[src/hdl/ksa_pkg.sv]
// shared constants, codes and controller/datapath types for the keyed sum aggregator
package ksa_pkg;

  // default field widths
  localparam int KEY_BITS_DEF    = 10;
  localparam int WEIGHT_BITS_DEF = 10;
  localparam int SUM_BITS_DEF    = 20;

  // input command codes
  typedef enum logic {
    CMD_ADD  = 1'b0,
    CMD_READ = 1'b1
  } ksa_op_e;

  // controller states
  typedef enum logic [2:0] {
    ST_IDLE,
    ST_ADD_WR,
    ST_RD_ROW,
    ST_RD_OUT
  } ksa_state_e;

  // controller to datapath commands
  typedef struct packed {
    logic add_issue;    // latch add word, read sum and mark row
    logic add_commit;   // write saturated sum and set mark
    logic find_issue;   // pick first busy row, read its marks
    logic find_take;    // pick first mark, clear it, read its sum
    logic result_load;  // move result into the output register
  } ksa_cmd_t;

  // datapath to controller status
  typedef struct packed {
    logic any_present;  // at least one key is present
    logic out_free;     // output register can take a word this cycle
  } ksa_sts_t;

endpackage

[src/hdl/ksa_ctrl.sv]
// controller state machine sequencing add and read commands
module ksa_ctrl
  import ksa_pkg::*;
(
  input  logic     clk_i,
  input  logic     rst_ni,
  input  logic     in_valid_i,
  input  logic     in_cmd_i,
  output logic     in_ready_o,
  input  ksa_sts_t sts_i,
  output ksa_cmd_t cmd_o
);

  ksa_state_e state_q, state_d;

  // state register
  always_ff @(posedge clk_i or negedge rst_ni) begin
    if (!rst_ni) begin
      state_q <= ST_IDLE;
    end else begin
      state_q <= state_d;
    end
  end

  // next state and commands
  always_comb begin
    state_d    = state_q;
    cmd_o      = '0;
    in_ready_o = 1'b0;
    case (state_q)
      ST_IDLE: begin
        in_ready_o = 1'b1;
        if (in_valid_i) begin
          if (in_cmd_i == CMD_READ) begin
            cmd_o.find_issue = 1'b1;
            state_d = sts_i.any_present ? ST_RD_ROW : ST_RD_OUT;
          end else begin
            cmd_o.add_issue = 1'b1;
            state_d = ST_ADD_WR;
          end
        end
      end
      ST_ADD_WR: begin
        cmd_o.add_commit = 1'b1;
        state_d = ST_IDLE;
      end
      ST_RD_ROW: begin
        cmd_o.find_take = 1'b1;
        state_d = ST_RD_OUT;
      end
      ST_RD_OUT: begin
        if (sts_i.out_free) begin
          cmd_o.result_load = 1'b1;
          state_d = ST_IDLE;
        end
      end
      default: begin
        state_d = ST_IDLE;
      end
    endcase
  end

endmodule

[config.mk]
export PLATFORM = sky130hd
export DESIGN_NAME = ksa_ctrl
export DESIGN_NICKNAME = d
export VERILOG_FILES = /design/src/hdl/ksa_pkg.sv /design/src/hdl/ksa_ctrl.sv
export SDC_FILE = /design/constraint.sdc
export NUM_CORES = 1
export LEC_CHECK = 0
export ABC_AREA = 1
export BUFFER_PORTS_ARGS = -buffer_cell sky130_fd_sc_hd__buf_4
export CORE_AREA = 2 2 39 41
export CTS_CLUSTER_SIZE = 16
export DETAILED_ROUTE_END_ITERATION = 7
export DIE_AREA = 0 0 41 43
export PLACE_DENSITY_LB_ADDON = 0.1
export SLEW_MARGIN = 5
export SYNTH_ARGS = -nofsm -noshare
export SYNTH_HDL_FRONTEND = slang
export SYNTH_SLANG_ARGS = --single-unit
[constraint.sdc]
create_clock -name clk_i -period 0.8 [get_ports clk_i]
set_input_delay 0.08 -clock clk_i [delete_from_list [all_inputs] [get_ports clk_i]]
set_output_delay 0.08 -clock clk_i [all_outputs]
set_load 0.05 [all_outputs]
==> metrics.md, run 1 <==
| Metric | Value |
|---|---|
| GPL Wtd Cong | 0.601 |
| Fraction of layout cells with a size suffix above 1 | 0.810 |
| Critical path arrival | 1.10 ns |
| N_diodes | 0 |
| IO buf count | 11 |
| Seq cells post-synth | 2 |
| Reg clk slew, reported paths | 0.04 ns |
| First-pass GRT wire length | 828 µm |
| GRT overflow | 0 |
| YS warnings | 0 |
| Fill cell count | 164 |
| DRC viols | 0 |
| Largest Register | state_q |
| CP cell instances | buf_6 > nor2_4 > buf_8 |
| Worst-Skew Late Latency | 0.23 ns |
| Worst hold slack | 0.142 ns |
| Worst slew margin | 0.873 |
| Pwr dens | 4390 mW/mm² |
| Post-synth top flop | dfrtp_1 |
| Layout Skew | 0.00582 ns |
| Clk sinks | 2 |
| Min-Delay Path Class | input pin to flip-flop |
| Pin count of the biggest net entering global routing | 7 |
| Max Cap Viol | 0 |
| CP max FO | 6 |
| Setup violators final | 8 |
| Critical path's top delay family | flip-flops |
| Top Registers | state_q x2 |
| Max Buffers Root-to-Sink | 2 |
| CTS tree | yes |
| Final wirelength | 458 µm |
| Post-DR wirelength/cell | 7.90 µm |
| Pins Over Slew Limit | 0 |
| Die height | 43 µm |
| Post-route ant nets | 0 |
| Initial antenna violation count | 0 |
| R2r worst-path depth | 5 |
| Internal | 965 µW |
| CP bufs+invs | 2 |
| Synthesized cell area | 136 µm² |
| Clock power frac | 0.133 |
| CTS H-Tree Depth | 1 |
| Status | finished, violations left |
| Leak | 0.000204 µW |
| Max reg flops | 2 |
| Critical Path Source Type | flip-flop |
| Syn Area/Cell | 6.49 µm² |
| Total power | 1930 µW |
| Crit path depth | 3 |
| Logic pwr share | 0.734 |
| Maximum VDD drop | 1530 µV |
| CTS buffer count | 3 |
| Num rows | 14 |
| Sw frac | 0.501 |
| HPWL Detailed | 355 µm |
| Area leader, netlist | dfrtp_1 |
| Core ar. | 0.00138 mm² |
| Post-Syn Nets | 27 |
| Required time worst endpoint | 0.72 ns |
| Post-synth top cells | nand2_1 (5), nand3_1 (4), inv_1 (3) |
| Starting density of the core | 0.0986 |
| Final min period | 1.18 ns |
| F_max | 0.844 GHz |
| Max incr delay on CP | 0.47 ns |
| Post-synth EDFFs | 0 |
| Synth area leaders | dfrtp_1 (37%), nand3_1 (15%), nand2_1 (14%), inv_1 (8.3%), nor3_2 (7.3%) |
| Vias in the first global route | 224 |
| P_sw | 970 µW |
| Cell with the most instances after synthesis | nand2_1 |
| Kind of critical path | flip-flop to output pin |
| Failing checks | negative setup slack |
| Tot GR Track Use | 0.0744 |
| Crit-path slowest cell | dfrtp_2 |
| Final Net Count | 49 |
| Synth top area share | 0.367 |
| Final hold viol count | 0 |
| Final setup margin | -0.385 ns |
| Fraction of the yosys area taken by sequential cells | 0.367 |
| Cells after Synth | 21 |
| Period utilisation layout | 1.48 |
| Die Area | 0.00176 mm² |
| RSZ-0062 raised after global routing | true |
| Avg Vias per Cell | 3.38 |
| Hold path depth | 4 |
| Via count | 196 |
| Cell variety after synth | 9 |
| Critical Path Sink Type | output pin |
| DR pass1 iterations | 1 |
| Starting DRT DRC Count | 0 |
| Chip width | 41 µm |
| Clk root buf | clkbuf_4 |
| # IOs | 12 |
| Synth async-reset ratio | 1.00 |
| Slew @ Worst Pin | 0.190 ns |
| Reg power frac | 0.133 |
| Area growth syn-to-layout | 223% |
==> per-stage QoR <==
stage	instance area [µm²]	setup slack, ns	utilization	setup TNS [ns]	instances
CTS	423	-0.404	0.306	-2.50	58
global route	440	-0.437	0.318	-2.79	58
detailed placement	310	-0.217	0.224	-1.32	51
finish	440	-0.385	0.318	-2.36	58
floorplan	173	-0.292	-	-1.14	21
global placement	310	-0.216	0.224	-1.35	51
==> cells in the final DEF, fill, tap and decap left out <==
cell type,count
buf_6,7
buf_4,6
nand2_1,3
clkbuf_4,3
inv_4,2
nand2_2,2
clkinvlp_4,2
nor3_4,2
nand3_2,2
buf_8,2
inv_1,1
nand2_4,1
nor2_2,1
nand3_4,1
nor2_4,1
nand3_1,1
clkbuf_1,1
dlygate4sd3_1,1
buf_12,1
dfrtp_1,1
dfrtp_2,1
==> final cells by class <==
type                            count  area (µm²)  area share
Inverter                            5        31.3      0.0710
Clock buffer                        4        26.3      0.0597
Tap cell                           16        20.0      0.0455
Sequential cell                     2        51.3       0.116
Timing Repair Buffer               17         184       0.418
Multi-Input combinational cell     14         128       0.290
==> tightest hold or removal path: stages <==
cell and delay, ns:
buf_4 0.08, nand3_2 0.06, nand2_1 0.06, nand2_1 0.04
==> power by group through the flow <==
| stage | Combinational (µW) | Sequential, µW | Clock (µW) |
|---|---|---|---|
| finish | 1420 | 258 | 258 |
| detailed placement | 1090 | 253 | 0 |
| global route | 1530 | 265 | 288 |
| CTS | 1380 | 248 | 273 |
| floorplan | 716 | 241 | 0 |
| global placement | 1090 | 260 | 0 |
==> routing by layer <==
layer | track usage | part of all wire | vias up
met5 | 0 | 0 | -
met4 | 0.0800 | 0 | 0
met3 | 0.0314 | 0.070 | 0
met2 | 0.100 | 0.54 | 6
met1 | 0.0777 | 0.38 | 84
li1 | - | - | 106
==> kinds of logic (layout without fill, tap and decap cells) <==
logic type / count (synthesis) / count (layout) / share of synthesized area
buffers and inverters: 5 / 26 / 0.138
DFF: 2 / 2 / 0.367
and+or+nand+nor: 14 / 14 / 0.495
==> path summary, 6_finish.rpt <==
kind | from | endpoint | slack (ns)
min in group asynchronous | rst_ni | state_q[1] | 0.17
worst max register to register | state_q[1] | state_q[0] | -0.13
worst min-delay path | sts_i[1] | state_q[0] | 0.14
worst max-delay path | state_q[1] | cmd_o[2] | -0.38
worst min register to register | state_q[0] | state_q[1] | 0.62
max in group asynchronous | rst_ni | state_q[1] | 0.54
==> what timing repair did <==
action,4_1_cts,5_1_grt
pin swaps,3,0
gates resized for setup,15,5
hold endpoints to repair,2,0
setup buffers,2,0
hold buffers,1,0
endpoints found under the setup margin,8,8
(Power assumes the default switching activity.)
==> run 2, diff against run 1 <==
--- a/config.mk
+++ b/config.mk
@@ -11,6 +11,7 @@
 export CTS_CLUSTER_SIZE = 16
 export DETAILED_ROUTE_END_ITERATION = 7
 export DIE_AREA = 0 0 41 43
+export GPL_ROUTABILITY_DRIVEN = 0
 export PLACE_DENSITY_LB_ADDON = 0.1
 export SLEW_MARGIN = 5
 export SYNTH_ARGS = -nofsm -noshare
==> constraint.sdc (replaced) <==
create_clock -name clk_i -period 1.5 [get_ports clk_i]
set_input_delay 0.15 -clock clk_i [delete_from_list [all_inputs] [get_ports clk_i]]
set_output_delay 0.15 -clock clk_i [all_outputs]
set_load 0.05 [all_outputs]
==> run 2 against run 1 <==
Net effect: the flow now finishes without violations; flip-flop and latch count unchanged; hold slack improved by 0.069 ns; worst setup slack improved by 0.59 ns; combinational power decreased by 68%; clock power decreased by 54%; sequential power decreased by 55%; power decreased by 65%; cell count decreased by 10%; via count decreased by 11%; clock skew decreased by 0.0022 ns; critical path type unchanged; critical endpoint is now cmd_o[0]; largest cell class unchanged; largest power group unchanged.
==> metrics.md, run 2 (same netlist as run 1, synthesis figures left out) <==
| Metric | Value |
|---|---|
| Maximum VDD drop | 588 µV (-62%) |
| CTS buffer count | 3 (unchanged) |
| Critical Path Sink Type | output pin |
| Num rows | 14 (unchanged) |
| CP max FO | 6 (unchanged) |
| Multi-input combinational cell area | 72.6 µm² (-43%) |
| GRT overflow | 0 (unchanged) |
| Final hold viol count | 0 (unchanged) |
| Status | complete, no violations |
| Pins Over Slew Limit | 0 (unchanged) |
| Setup violators final | 0 (-8) |
| Worst slew margin | 0.849 (-0.0246) |
| Clock power frac | 0.173 (+0.040) |
| Fin cells | 52 (-10%) |
| Leak | 0.000161 µW (-21%) |
| Initial antenna violation count | 0 (unchanged) |
| Pin count of the biggest net entering global routing | 7 (unchanged) |
| CTS H-Tree Depth | 1 (unchanged) |
| Max Cap Viol | 0 (unchanged) |
| Reg-to-reg slack, setup | 0.66 ns (+0.79 ns) |
| F_max | 0.775 GHz |
| Avg Vias per Cell | 3.37 (-0.41%) |
| Postcts setup bufs | 0 (-2) |
| Hold path depth | 3 (-1) |
| Reg power frac | 0.171 (+0.038) |
| Logic pwr share | 0.656 (-0.078) |
| Fraction of layout cells with a size suffix above 1 | 0.528 (-0.282) |
| Min-delay src | in_valid_i |
| Total power | 683 µW (-65%) |
| Clk root buf | clkbuf_4 |
| Kind of critical path | flip-flop to output pin |
| N_diodes | 0 (unchanged) |
| Final wirelength | 388 µm (-15%) |
| Hold_buf cts | 1 (unchanged) |
| Die height | 43 µm (unchanged) |
| Internal | 300 µW (-69%) |
| Post-DR wirelength/cell | 7.46 µm (-5.5%) |
| Pwr dens | 2470 mW/mm² (-44%) |
| R2r worst-path depth | 4 (-1) |
| Layout Skew | 0.00366 ns (-0.00217 ns) |
| Register area | 50.0 µm² (-2.4%) |
| Vias in the first global route | 161 (-28%) |
| # IOs | 12 (unchanged) |
| Final min period | 1.29 ns |
| Sw frac | 0.561 (+0.0599) |
| Tot GR Track Use | 0.0522 (-0.0222) |
| Chip width | 41 µm (unchanged) |
| Max Buffers Root-to-Sink | 2 (unchanged) |
| Critical path arrival | 1.14 ns (+0.04 ns) |
| Starting DRT DRC Count | 5 (+5) |
| Slew @ Worst Pin | 0.227 ns (+0.0368 ns) |
| Top Registers | state_q x2 |
| First-pass GRT wire length | 565 µm (-32%) |
| Dpl cells | 48 (-5.9%) |
| Via count | 175 (-11%) |
| Critical Path Source | state_q[1] |
| DR pass1 iterations | 3 (+2) |
| Die Area | 0.00176 mm² (unchanged) |
| Post-route ant nets | 0 (unchanged) |
| CTS tree | yes |
| DRC viols | 0 (unchanged) |
| P_sw | 383 µW (-60%) |
| RSZ-0062 raised after global routing | false |
| Min-Delay Path Class | input pin to flip-flop |
| Fill cell count | 164 (unchanged) |
| Area growth syn-to-layout | 103% |
| Final Net Count | 44 (-10%) |
| Core ar. | 0.00138 mm² (unchanged) |
| Starting density of the core | 0.0986 (unchanged) |
| Most frequent cells in the layout | buf_4 (11), nand2_1 (5), nand3_1 (4) |
| Setup TNS | 0 ns (+2.36 ns) |
| Largest Register | state_q |
| Required time worst endpoint | 1.35 ns (+0.63 ns) |
| Worst-Skew Late Latency | 0.22 ns (about the same) |
| Reg clk slew, reported paths | 0.03 ns (about the same) |
| Clk sinks | 2 (unchanged) |
| Commonest non-fill, non-tap cell in the layout | buf_4 |
| Worst reg2reg startpoint | state_q[1] |
| Critical Path Source Type | flip-flop |
| HPWL Detailed | 308 µm (-13%) |
| IO buf count | 11 (unchanged) |
| Period utilisation layout | 0.860 |
| Max reg flops | 2 (unchanged) |
| CTS resizes | 0 (-15) |
==> run 2: changes by cell type in the layout (fill, tap and decap cells not counted), moves of 2 or more <==
cell        previous run  this run
clkinvlp_4             2         0
nand3_2                2         0
nor3_4                 2         0
nand3_1                1         4
nor2_1                 0         2
buf_6                  7         0
inv_1                  1         3
nand2_1                3         5
buf_8                  2         0
nor3_2                 0         2
buf_4                  6        11
inv_4                  2         0
inv_2                  0         2
==> run 2: power by group through the flow <==
stage / Sequential (µW) / Combinational [µW] / Clock (µW)
2_1_floorplan: 112 / 330 / 0
4_1_cts: 117 / 456 / 128
5_1_grt: 121 / 482 / 134
3_5_place_dp: 118 / 453 / 0
3_3_place_gp: 117 / 459 / 0
6_report: 117 / 448 / 118
==> run 2: layout make-up <==
cell class / count / area share
Clock buffer: 3 / 0.0814
Timing Repair Buffer: 12 / 0.335
Inverter: 5 / 0.0679
Sequential cell: 2 / 0.181
Tap cell: 16 / 0.0724
Multi-Input combinational cell: 14 / 0.262
==> run 2: worst max-delay path: stages, from the launching register on <==
cell and delay, ns:
dfrtp_1 0.45, inv_2 0.08, nor3_2 0.17, buf_4 0.22
==> run 2: layer usage <==
| layer | wire length, µm | share of wire | vias to the layer above | track usage |
|---|---|---|---|---|
| met2 | 191 | 0.49 | 6 | 0.0688 |
| met3 | 35 | 0.090 | 0 | 0.0471 |
| met1 | 161 | 0.41 | 75 | 0.0482 |
| met5 | 0 | 0 | - | 0 |
| met4 | 0 | 0 | 0 | 0.0400 |
| li1 | - | - | 94 | - |
==> run 2: path summary, 6_finish.rpt <==
kind | endpoint
max reg2reg | state_q[0]
min reg2reg | state_q[0]
min in group asynchronous | state_q[1]
min | state_q[1]
max in group asynchronous | state_q[0]
max | cmd_o[0]
==> run 2: per-stage QoR <==
| step | worst slack [ns] | instance area (µm²) | utilization | hold WS [ns] |
|---|---|---|---|---|
| after floorplan | 0.144 | 141 | - | -0.146 |
| after global placement | 0.441 | 244 | 0.176 | -0.0669 |
| final | 0.210 | 277 | 0.200 | 0.211 |
| after CTS | 0.189 | 277 | 0.200 | 0.209 |
| after detailed placement | 0.436 | 244 | 0.176 | -0.0653 |
| after global routing | 0.137 | 277 | 0.200 | 0.223 |
